<file path="src/sv/rfmw_pkg.sv">
// ----------------------------------------------------------------------------
// rfmw_pkg
// Shared widths and register indexes for the rotate forward map writer.
// ----------------------------------------------------------------------------
package rfmw_pkg;

    localparam int WORD_W      = 32;
    localparam int ADDR_W      = 20;
    localparam int SIZE_W      = 11;
    localparam int COEF_W      = 16;
    localparam int FRAC_W      = 14;
    localparam int CFG_DATA_W  = 16;
    localparam int CFG_INDEX_W = 2;

    localparam logic [SIZE_W-1:0] WIDTH_RESET  = SIZE_W'(320);
    localparam logic [SIZE_W-1:0] HEIGHT_RESET = SIZE_W'(480);
    localparam logic [COEF_W-1:0] COS_RESET    = COEF_W'(16384);
    localparam logic [COEF_W-1:0] SIN_RESET    = COEF_W'(0);

    typedef enum logic [CFG_INDEX_W-1:0] {
        CFG_WIDTH_UNITS,
        CFG_FRAME_HEIGHT,
        CFG_COS_COEF,
        CFG_SIN_COEF
    } cfg_index_t;

endpackage

</file>
<file path="src/sv/rfmw_if.sv">
// ----------------------------------------------------------------------------
// rfmw_if
// Valid/ready channels: source pixel words in, destination writes out.
// ----------------------------------------------------------------------------
interface rfmw_pixel_if import rfmw_pkg::*; ();
    logic              valid;
    logic              ready;
    logic [WORD_W-1:0] pixel_word;
    logic              frame_start;

    modport source (output valid, output pixel_word, output frame_start, input ready);
    modport sink (input valid, input pixel_word, input frame_start, output ready);
endinterface

interface rfmw_write_if import rfmw_pkg::*; ();
    logic              valid;
    logic              ready;
    logic [ADDR_W-1:0] dest_address;
    logic [WORD_W-1:0] dest_word;

    modport source (output valid, output dest_address, output dest_word, input ready);
    modport sink (input valid, input dest_address, input dest_word, output ready);
endinterface

</file>
<file path="src/sv/rotate_forward_map_writer.sv">
// ----------------------------------------------------------------------------
// rotate_forward_map_writer
// Rotates raster source positions about the image center with Q1.14
// coefficients and emits a destination write for targets inside the image.
//
//   channel  | dir | handshake      | payload
//   ---------+-----+----------------+-----------------------------------
//   pixel    | in  | valid / ready  | pixel_word, frame_start
//   write    | out | valid / ready  | dest_address, dest_word
//   cfg      | in  | cfg_we         | cfg_index, cfg_data
//
// one word per clock while the write channel takes its writes; each word
// passes the input, product, sum, bounds and address stages in turn
// every stage advances into a free slot, so ready drops only when all five
// stages hold words and the write channel stalls
// reset clears the counters and stage valids and loads the default registers
// ----------------------------------------------------------------------------
module rotate_forward_map_writer import rfmw_pkg::*; #(
    parameter int MAX_WIDTH_UNITS = 1024,
    parameter int MAX_HEIGHT      = 1024
) (
    input  logic                   clk,
    input  logic                   rst_n,
    rfmw_pixel_if.sink             pixel,
    rfmw_write_if.source           write,
    input  logic                   cfg_we,
    input  logic [CFG_INDEX_W-1:0] cfg_index,
    input  logic [CFG_DATA_W-1:0]  cfg_data
);

    localparam int WUW = $clog2(MAX_WIDTH_UNITS + 1);
    localparam int HUW = $clog2(MAX_HEIGHT + 1);
    localparam int CCW = $clog2(MAX_WIDTH_UNITS);
    localparam int RCW = $clog2(MAX_HEIGHT);
    localparam int DXW = CCW + 2;
    localparam int DYW = RCW + 2;
    localparam int PXW = COEF_W + DXW;
    localparam int PYW = COEF_W + DYW;
    localparam int SW  = ((PXW > PYW) ? PXW : PYW) + 2;
    localparam int QW  = SW - FRAC_W;
    localparam int EWW = (SIZE_W > WUW) ? SIZE_W : WUW;
    localparam int EHW = (SIZE_W > HUW) ? SIZE_W : HUW;
    localparam int AW  = (RCW + WUW + 1 > ADDR_W) ? RCW + WUW + 1 : ADDR_W;

    localparam logic [EWW-1:0] MAX_W_E = EWW'(MAX_WIDTH_UNITS);
    localparam logic [EHW-1:0] MAX_H_E = EHW'(MAX_HEIGHT);

    // configuration registers
    logic        [SIZE_W-1:0] width_units_reg;
    logic        [SIZE_W-1:0] frame_height_reg;
    logic signed [COEF_W-1:0] cos_coef_reg;
    logic signed [COEF_W-1:0] sin_coef_reg;

    always_ff @(posedge clk or negedge rst_n)
    begin
        if (!rst_n)
        begin
            width_units_reg  <= WIDTH_RESET;
            frame_height_reg <= HEIGHT_RESET;
            cos_coef_reg     <= COS_RESET;
            sin_coef_reg     <= SIN_RESET;
        end
        else if (cfg_we)
        begin
            unique case (cfg_index_t'(cfg_index))
                CFG_WIDTH_UNITS:  width_units_reg  <= cfg_data[SIZE_W-1:0];
                CFG_FRAME_HEIGHT: frame_height_reg <= cfg_data[SIZE_W-1:0];
                CFG_COS_COEF:     cos_coef_reg     <= cfg_data[COEF_W-1:0];
                CFG_SIN_COEF:     sin_coef_reg     <= cfg_data[COEF_W-1:0];
            endcase
        end
    end

    // clamped frame size and center
    logic [EWW-1:0] w_ext;
    logic [EHW-1:0] h_ext;
    logic [WUW-1:0] w_eff;
    logic [HUW-1:0] h_eff;
    logic [WUW-2:0] x0;
    logic [HUW-2:0] y0;

    always_comb
    begin
        w_ext = EWW'(width_units_reg);
        h_ext = EHW'(frame_height_reg);
        priority if (w_ext == '0)
            w_eff = WUW'(1);
        else if (w_ext > MAX_W_E)
            w_eff = WUW'(MAX_WIDTH_UNITS);
        else
            w_eff = w_ext[WUW-1:0];
        priority if (h_ext == '0)
            h_eff = HUW'(1);
        else if (h_ext > MAX_H_E)
            h_eff = HUW'(MAX_HEIGHT);
        else
            h_eff = h_ext[HUW-1:0];
        x0 = w_eff[WUW-1:1];
        y0 = h_eff[HUW-1:1];
    end

    // stage valids and ready chain
    logic v1_reg, v2_reg, v3_reg, v4_reg, out_v_reg;
    logic r1, r2, r3, r4, r5;
    logic in_fire;
    logic in_bounds;

    assign r5      = !out_v_reg || write.ready;
    assign r4      = !v4_reg || r5;
    assign r3      = !v3_reg || r4;
    assign r2      = !v2_reg || r3;
    assign r1      = !v1_reg || r2;
    assign in_fire = pixel.valid && r1;
    assign pixel.ready = r1;

    // position counters
    logic [CCW-1:0] col_reg, col_next, base_col;
    logic [RCW-1:0] row_reg, row_next, base_row;
    logic [WUW-1:0] col_inc;
    logic [HUW-1:0] row_inc;

    always_comb
    begin
        base_col = pixel.frame_start ? '0 : col_reg;
        base_row = pixel.frame_start ? '0 : row_reg;
        col_inc  = WUW'(base_col) + WUW'(1);
        row_inc  = HUW'(base_row) + HUW'(1);
        if (col_inc >= w_eff)
        begin
            col_next = '0;
            row_next = (row_inc >= h_eff) ? '0 : row_inc[RCW-1:0];
        end
        else
        begin
            col_next = col_inc[CCW-1:0];
            row_next = base_row;
        end
    end

    always_ff @(posedge clk or negedge rst_n)
    begin
        if (!rst_n)
        begin
            col_reg <= '0;
            row_reg <= '0;
        end
        else if (in_fire)
        begin
            col_reg <= col_next;
            row_reg <= row_next;
        end
    end

    // datapath
    logic signed [DXW-1:0] dx_next, dx_reg;
    logic signed [DYW-1:0] dy_next, dy_reg;
    logic [WORD_W-1:0]     word1_reg, word2_reg, word3_reg, word4_reg, word5_reg;
    logic signed [PXW-1:0] p_cx_reg, p_sx_reg;
    logic signed [PYW-1:0] p_sy_reg, p_cy_reg;
    logic signed [SW-1:0]  nx_next, ny_next, nx_reg, ny_reg;
    logic signed [QW-1:0]  qx, qy;
    logic [CCW-1:0]        x2_reg;
    logic [RCW-1:0]        y2_reg;
    logic [AW-1:0]         addr_full;
    logic [ADDR_W-1:0]     addr_reg;

    assign dx_next = $signed(DXW'(base_col)) - $signed(DXW'(x0));
    assign dy_next = $signed(DYW'(base_row)) - $signed(DYW'(y0));

    assign nx_next = SW'(p_cx_reg) - SW'(p_sy_reg) + $signed(SW'(x0) << FRAC_W);
    assign ny_next = SW'(p_sx_reg) + SW'(p_cy_reg) + $signed(SW'(y0) << FRAC_W);

    // round toward zero: floor, then step up for negative values with a fraction
    assign qx = $signed(nx_reg[SW-1:FRAC_W])
              + $signed(QW'(nx_reg[SW-1] && (nx_reg[FRAC_W-1:0] != '0)));
    assign qy = $signed(ny_reg[SW-1:FRAC_W])
              + $signed(QW'(ny_reg[SW-1] && (ny_reg[FRAC_W-1:0] != '0)));

    assign in_bounds = !qx[QW-1] && !qy[QW-1]
                    && (qx[QW-2:0] < (QW-1)'(w_eff))
                    && (qy[QW-2:0] < (QW-1)'(h_eff));

    assign addr_full = AW'(y2_reg) * AW'(w_eff) + AW'(x2_reg);

    always_ff @(posedge clk or negedge rst_n)
    begin
        if (!rst_n)
        begin
            v1_reg    <= 1'b0;
            v2_reg    <= 1'b0;
            v3_reg    <= 1'b0;
            v4_reg    <= 1'b0;
            out_v_reg <= 1'b0;
        end
        else
        begin
            if (r1)
                v1_reg <= pixel.valid;
            if (r2)
                v2_reg <= v1_reg;
            if (r3)
                v3_reg <= v2_reg;
            if (r4)
                v4_reg <= v3_reg && in_bounds;
            if (r5)
                out_v_reg <= v4_reg;
        end
    end

    always_ff @(posedge clk)
    begin
        if (r1)
        begin
            dx_reg    <= dx_next;
            dy_reg    <= dy_next;
            word1_reg <= pixel.pixel_word;
        end
        if (r2)
        begin
            p_cx_reg  <= cos_coef_reg * dx_reg;
            p_sx_reg  <= sin_coef_reg * dx_reg;
            p_sy_reg  <= sin_coef_reg * dy_reg;
            p_cy_reg  <= cos_coef_reg * dy_reg;
            word2_reg <= word1_reg;
        end
        if (r3)
        begin
            nx_reg    <= nx_next;
            ny_reg    <= ny_next;
            word3_reg <= word2_reg;
        end
        if (r4)
        begin
            x2_reg    <= qx[CCW-1:0];
            y2_reg    <= qy[RCW-1:0];
            word4_reg <= word3_reg;
        end
        if (r5)
        begin
            addr_reg  <= addr_full[ADDR_W-1:0];
            word5_reg <= word4_reg;
        end
    end

    assign write.valid        = out_v_reg;
    assign write.dest_address = addr_reg;
    assign write.dest_word    = word5_reg;

    // checks
    a_stall_only_when_full: assert property (@(posedge clk) disable iff (!rst_n)
        !pixel.ready |-> (v1_reg && v2_reg && v3_reg && v4_reg && out_v_reg))
        else $error("input stalled with a free stage");

    a_frame_start_origin: assert property (@(posedge clk) disable iff (!rst_n)
        (in_fire && pixel.frame_start) |=> (col_reg <= CCW'(1) && row_reg <= RCW'(1)))
        else $error("counters not near origin after frame start");

    a_stage_advance: assert property (@(posedge clk) disable iff (!rst_n)
        (v1_reg && r2) |=> v2_reg)
        else $error("word lost between input and product stage");

endmodule

</file>
<file path="src/flat_wrapper.sv">
// flat-port wrapper written by rule: the top's interface ports become plain ports
module rotate_forward_map_writer_flat import rfmw_pkg::*;
#(
    parameter int MAX_WIDTH_UNITS = 1024,
    parameter int MAX_HEIGHT      = 1024
)
  (clk, rst_n, cfg_we, cfg_index, cfg_data, pixel_valid, pixel_pixel_word, pixel_frame_start, pixel_ready, write_valid, write_dest_address, write_dest_word, write_ready);
  rfmw_pixel_if pixel_i ();
  rfmw_write_if write_i ();
  input  logic clk;
  input  logic rst_n;
  input  logic cfg_we;
  input  logic [CFG_INDEX_W-1:0] cfg_index;
  input  logic [CFG_DATA_W-1:0] cfg_data;
  input wire logic [$bits(pixel_i.valid)-1:0] pixel_valid;
  input wire logic [$bits(pixel_i.pixel_word)-1:0] pixel_pixel_word;
  input wire logic [$bits(pixel_i.frame_start)-1:0] pixel_frame_start;
  output wire logic [$bits(pixel_i.ready)-1:0] pixel_ready;
  output wire logic [$bits(write_i.valid)-1:0] write_valid;
  output wire logic [$bits(write_i.dest_address)-1:0] write_dest_address;
  output wire logic [$bits(write_i.dest_word)-1:0] write_dest_word;
  input wire logic [$bits(write_i.ready)-1:0] write_ready;
  assign pixel_i.valid = pixel_valid;
  assign pixel_i.pixel_word = pixel_pixel_word;
  assign pixel_i.frame_start = pixel_frame_start;
  assign pixel_ready = pixel_i.ready;
  assign write_valid = write_i.valid;
  assign write_dest_address = write_i.dest_address;
  assign write_dest_word = write_i.dest_word;
  assign write_i.ready = write_ready;
  rotate_forward_map_writer #(.MAX_WIDTH_UNITS(MAX_WIDTH_UNITS), .MAX_HEIGHT(MAX_HEIGHT)) u_core (.clk(clk), .rst_n(rst_n), .pixel(pixel_i), .write(write_i), .cfg_we(cfg_we), .cfg_index(cfg_index), .cfg_data(cfg_data));
endmodule
</file>
<file path="config.mk">
export PLATFORM = sky130hd
export DESIGN_NAME = rotate_forward_map_writer_flat
export DESIGN_NICKNAME = d
export VERILOG_FILES = /design/src/sv/rfmw_pkg.sv /design/src/sv/rfmw_if.sv /design/src/sv/rotate_forward_map_writer.sv /design/src/flat_wrapper.sv
export SDC_FILE = /design/constraint.sdc
export NUM_CORES = 2
export LEC_CHECK = 0
export BUFFER_PORTS_ARGS = -buffer_cell sky130_fd_sc_hd__buf_4
export CAP_MARGIN = 15
export CORE_MARGIN = 10
export CORE_UTILIZATION = 35
export CTS_BUF_LIST = sky130_fd_sc_hd__clkbuf_4
export DETAILED_ROUTE_END_ITERATION = 16
export SLEW_MARGIN = 20
export SYNTH_ARGS = -nofsm -noshare
export SYNTH_HDL_FRONTEND = slang
export SYNTH_SLANG_ARGS = --single-unit
export TNS_END_PERCENT = 30
</file>
<file path="constraint.sdc">
create_clock -name clk -period 15.7 [get_ports clk]
set_input_delay 4.71 -clock clk [delete_from_list [all_inputs] [get_ports clk]]
set_output_delay 4.71 -clock clk [all_outputs]
set_load 0.005 [all_outputs]
</file>
# Word-level counts from Yosys, hierarchy flattened
# Cells that the tools add are included.
[totals] register_bits=473 input_bits=56 output_inout_bits=54 word_cells=89
[classes] add_sub_neg=11 multipliers=5 magnitude_cmp=6 n_eq_ne=3 muxes=9 n_reduce_logical=28
[op_table] op="16-bit by 11-bit multiplier with 27-bit output" n=4
[op_table] op="30-bit by 25-bit adder with 30-bit output" n=2
[op_table] op="10-bit two-way mux" n=5
[op_table] op="11-bit two-way mux" n=4
[op_table] op="16-bit by 2-bit adder with 16-bit output" n=2
[op_table] op="15-bit by 11-bit < comparator with 1-bit output" n=2
[op_table] op="28-bit by 28-bit adder with 29-bit output" n=1
[op_table] op="28-bit by 28-bit subtractor with 29-bit output" n=1
[op_table] op="14-bit nonzero test" n=2
[op_table] op="10-bit by 1-bit adder with 11-bit output (second input constant)" n=2
[op_table] op="11-bit greater-or-equal comparator" n=2
[op_table] op="11-bit > comparator (second input constant)" n=2
[op_table] op="11-bit zero test" n=2
[op_table] op="10-bit by 10-bit subtractor with 11-bit output" n=2
[op_table] op="20-bit by 10-bit adder with 20-bit output" n=1
[op_table] op="10-bit by 11-bit multiplier with 20-bit output" n=1
[op_table] op="2-bit AND reduction" n=4
[op_table] op="1-bit logical AND" n=7
[op_table] op="1-bit zero test" n=7
[op_table] op="1-bit logical OR" n=5
[op_table] op="2-bit equality test (second input constant)" n=2
[op_table] op="2-bit by 1-bit equality test with 1-bit output (second input constant)" n=1
[op_table] op="2-bit zero test" n=1

# Depth between registers and ports, before layout
[logic_depth] ltp_word=8 depth_mapped=25 depth_no_buf=24

# Worst setup path after synthesis
# OpenSTA, ideal clock, no wires.
[synth_timing] kind="input -> output" startpoint="in write_ready" endpoint="out pixel_ready" t_arrival_ns=7.956 required_time_ns=10.990 setup_slack_ns=3.034 path_stages=3 path_buffers=0 path_cell_list="nand2b_1 > nor2_1 > nand4_1"
[synth_via] elab_chain_cells=5
[synth_lines] element="from (decl)" line="flat_wrapper.sv:22" rtl="input wire logic [$bits(write_i.ready)-1:0] write_ready;"
[synth_lines] element="1-bit logical OR" line="rotate_forward_map_writer.sv:108" rtl="assign r5 = !out_v_reg || write.ready;"
[synth_lines] element="1-bit logical OR" line="rotate_forward_map_writer.sv:109" rtl="assign r4 = !v4_reg || r5;"
[synth_lines] element="1-bit logical OR" line="rotate_forward_map_writer.sv:110" rtl="assign r3 = !v3_reg || r4;"
[synth_lines] element="1-bit logical OR" line="rotate_forward_map_writer.sv:111" rtl="assign r2 = !v2_reg || r3;"
[synth_lines] element="1-bit logical OR" line="rotate_forward_map_writer.sv:112" rtl="assign r1 = !v1_reg || r2;"
[synth_lines] element="to (decl)" line="flat_wrapper.sv:18" rtl="output wire logic [$bits(pixel_i.ready)-1:0] pixel_ready;"
# No other way between the ends.

# Final worst setup path
[layout_timing] startpoint="in write_ready" endpoint="out pixel_ready"
[layout_via] elab_chain_cells=5
[layout_lines] element="1-bit logical OR" line="rotate_forward_map_writer.sv:108"
[layout_lines] element="net u_core.r5" line="rotate_forward_map_writer.sv:104" rtl="logic r1, r2, r3, r4, r5;"
[layout_lines] element="1-bit logical OR" line="rotate_forward_map_writer.sv:109"
[layout_lines] element="1-bit logical OR" line="rotate_forward_map_writer.sv:110"
[layout_lines] element="1-bit logical OR" line="rotate_forward_map_writer.sv:111"
[layout_lines] element="1-bit logical OR" line="rotate_forward_map_writer.sv:112"
# The timed path passes the listed nets, and every way through them passes these cells.

==> run_results.csv <==
group,metric,value,unit
status,outcome,"finished, final reports clean",
yosys,synth_top_area_cell,"fa_1",
timing,slew_headroom,23.1,%
yosys,synth_flop_cell,"edfxtp_1",
routing,routedWlPerCell,16.6,µm
clocking,hold_buffers,0,
global_route,grt_pass1_vias,35300,
timing,max_freq,0.0951,GHz
yosys,synth_cell_types,78,
global_route,grt_pass1_wl,190,mm
yosys,synth_top_area_share,29.2,%
floorplanning,die_x,399,µm
layout,fillers,14000,
routing,firstDrtPassIters,5,
floorplanning,dieArea,159000,µm²
worst_setup_path,critPathMaxFanout,4,
floorplanning,num_io_pins,110,
worst_setup_path,path_class,"in2out",
worst_setup_path,crit_path_start_kind,"primary input",
clocking,cts-root-buf,"clkbuf_4",
placed_design,gp_congestion,0.860,
yosys,synth_seq_cells,469,
worst_hold_path,hold_class,"reg2reg",
worst_setup_path,cp.depth,5,
worst_setup_path,path_common_cell,"buf_4",
routing,drcViolationCount,0,
clocking,worst_skew_pair.late_latency,1.02,ns
layout,drive_gt1_share,8.87,%
yosys,netlist_top_cells_area,"fa_1 29%, edfxtp_1 23%, ha_1 11%",
timing,hold_violations,0,
timing,fin_crit_sh,67.0,%
yosys,synth_edf_count,390,
placed_design,port_buffers,109,
placed_design,dp_hpwl,89.1,mm
yosys,yosys.cell_count.top_type,"inv_1",
timing,worstMarginPinSlew,1.15,ns
worst_setup_path,worst-path-buf-inv,2,
timing,final-setup-viol-count,0,
clocking,clock_path_buffers,3,
worst_setup_path,cp.arrival,5.81,ns
timing,post-route-min-period,10.52,ns
worst_hold_path,worstHoldPathCells,0,
routing,drt_iter0_markers,1683,
routing,drt-vias-per-instance,4.79,
clocking,cts_setup_buffers,0,
worst_setup_path,crit_slowest_cell,"nor2_1",
clocking,htree_num_levels,3,
floorplanning,start_util,35.1,%
worst_setup_path,worst_path_largest_cell_delay,0.40,ns
global_route,grt_usage,14.8,%
clocking,cts_made_buffers,121,
global_route,grt_start_max_net_pins,80,
floorplanning,std_cell_rows,139,
worst_setup_path,path_cells,"buf_4, nand2b_2, nor2_1, nand4_1, buf_4",
yosys,synth_top_cells_by_count,"875 x inv_1, 733 x fa_1, 476 x nand2_1, 427 x ha_1, 390 x edfxtp_1",
clocking,cts_tree,"built",
timing,rsz0062_at_grt,"no",
clocking,cts_resized,0,
routing,dr_total_vias,33200,
global_route,overflow,0,
timing,fin_setup_tns,0,ns
floorplanning,fp.dieH,399,µm
yosys,ys_seq_area_share,27.2,%
routing,ant_nets,0,
worst_setup_path,crit_required,10.99,ns
clocking,cts.sinks,469,
yosys,synth_area_per_cell,10.5,µm²
clocking,clk_pin_slew,0.07,ns
yosys,syn-cell-area,50300,µm²
yosys,syn_nets,5996,
layout,nets,6114,
timing,finalMaxSlewViolations,0,
layout,area_growth,9.42,%
worst_setup_path,cp_top_family,"simple AND/OR/NAND/NOR gates",
timing,fin_worst_skew,0.0759,ns
floorplanning,core,143000,µm²
routing,wirelength,115,mm
worst_setup_path,r2r_cells,20,
yosys,async_flop_share,16.8,%
yosys,ys_warn_count,0,
run,cap_violations,0,
yosys,synthCells,4780,
worst_setup_path,crit_path_end_kind,"output port",
global_route,antenna_found_initial,9,
[worst reg2reg max path: stages (launching register included)]
cell and delay [ns]:
dfrtp_1 1.05, nand2_1 0.20, fa_1 0.57, inv_1 0.04, ha_1 0.19, fa_1 0.48
inv_1 0.06, fa_1 0.48, fa_1 0.49, inv_1 0.04, ha_1 0.30, nor2b_1 0.14
o21ai_0 0.21, a21oi_1 0.15, o41ai_2 0.53, o211ai_1 0.27, a31oi_1 0.32, nor2b_1 0.08
o21ai_0 0.26, a31oi_1 0.15, xnor2_1 0.63
[per-layer routing]
layer / track usage (%) / vias up / routed length [µm]
li1: - / 15500 / -
met1: 20.1 / 16800 / 52700
met4: 3.89 / 8 / 2450
met2: 24.4 / 688 / 53600
met5: 0 / - / 51
met3: 2.56 / 133 / 5890
[cell usage in the layout, fill, tap and decap left out, types with 64 or more instances in the layout]
cell type,n
a21o_1,64
buf_4,156
ha_1,427
fa_1,733
clkbuf_4,176
nor2_1,145
a21oi_1,115
dfrtp_1,72
inv_1,874
xnor2_1,179
and2_1,381
nand2_1,475
xor2_1,64
o21ai_0,87
edfxtp_1,390
nand2b_1,96
[path summary, 6_finish.rpt]
kind / from / endpoint / slack, ns
min in group asynchronous: rst_n / u_core.sin_coef_reg[12] / 3.63
worst min-delay path: u_core.word2_reg[18] / u_core.word3_reg[18] / 0.38
worst min register to register: u_core.word2_reg[18] / u_core.word3_reg[18] / 0.38
max in group asynchronous: rst_n / u_core.v2_reg / 10.93
worst max-delay path: write_ready / pixel_ready / 5.18
worst max register to register: u_core.cos_coef_reg[3] / u_core.p_cy_reg[26] / 8.73
[per-stage QoR]
step	std cells	instance area [µm²]	hold WS, ns	util (%)	worst slack [ns]
global route	6915	55000	0.386	38.5	5.07
CTS	6903	54900	0.387	38.4	5.18
finish	6916	55000	0.383	38.5	5.18
floorplan	4780	50300	0.400	-	3.03
detailed placement	6674	53300	0.405	37.2	5.18
global placement	6674	53300	0.400	37.2	5.22
[cell families (layout without fill, tap and decap cells)]
group,Yosys count,in the layout,share of synthesized area (%)
other cells,0,9,0
simple gates,1324,1324,13.3
flops,469,469,27.2
xor+xnor,244,244,4.29
compound gates,489,489,6.47
fa+ha+maj,1160,1160,39.8
buf+inv,1041,1265,7.77
mux,53,53,1.18
[area by class of cell]
type                            instances  area [µm²]  share of cell area, %
Inverter                              876        3290                   5.97
Clock buffer                          176        1320                   2.40
Tap cell                             1903        2380                   4.33
Timing Repair Buffer                  160        1250                   2.28
Clock inverter                         53         355                  0.646
Multi-Input combinational cell       3270       32700                   59.5
Antenna cell                            9        22.5                 0.0409
Sequential cell                       469       13700                   24.9
Power is not shown: default switching activity piles up to over one toggle a cycle in this logic, so the estimate is an artifact.
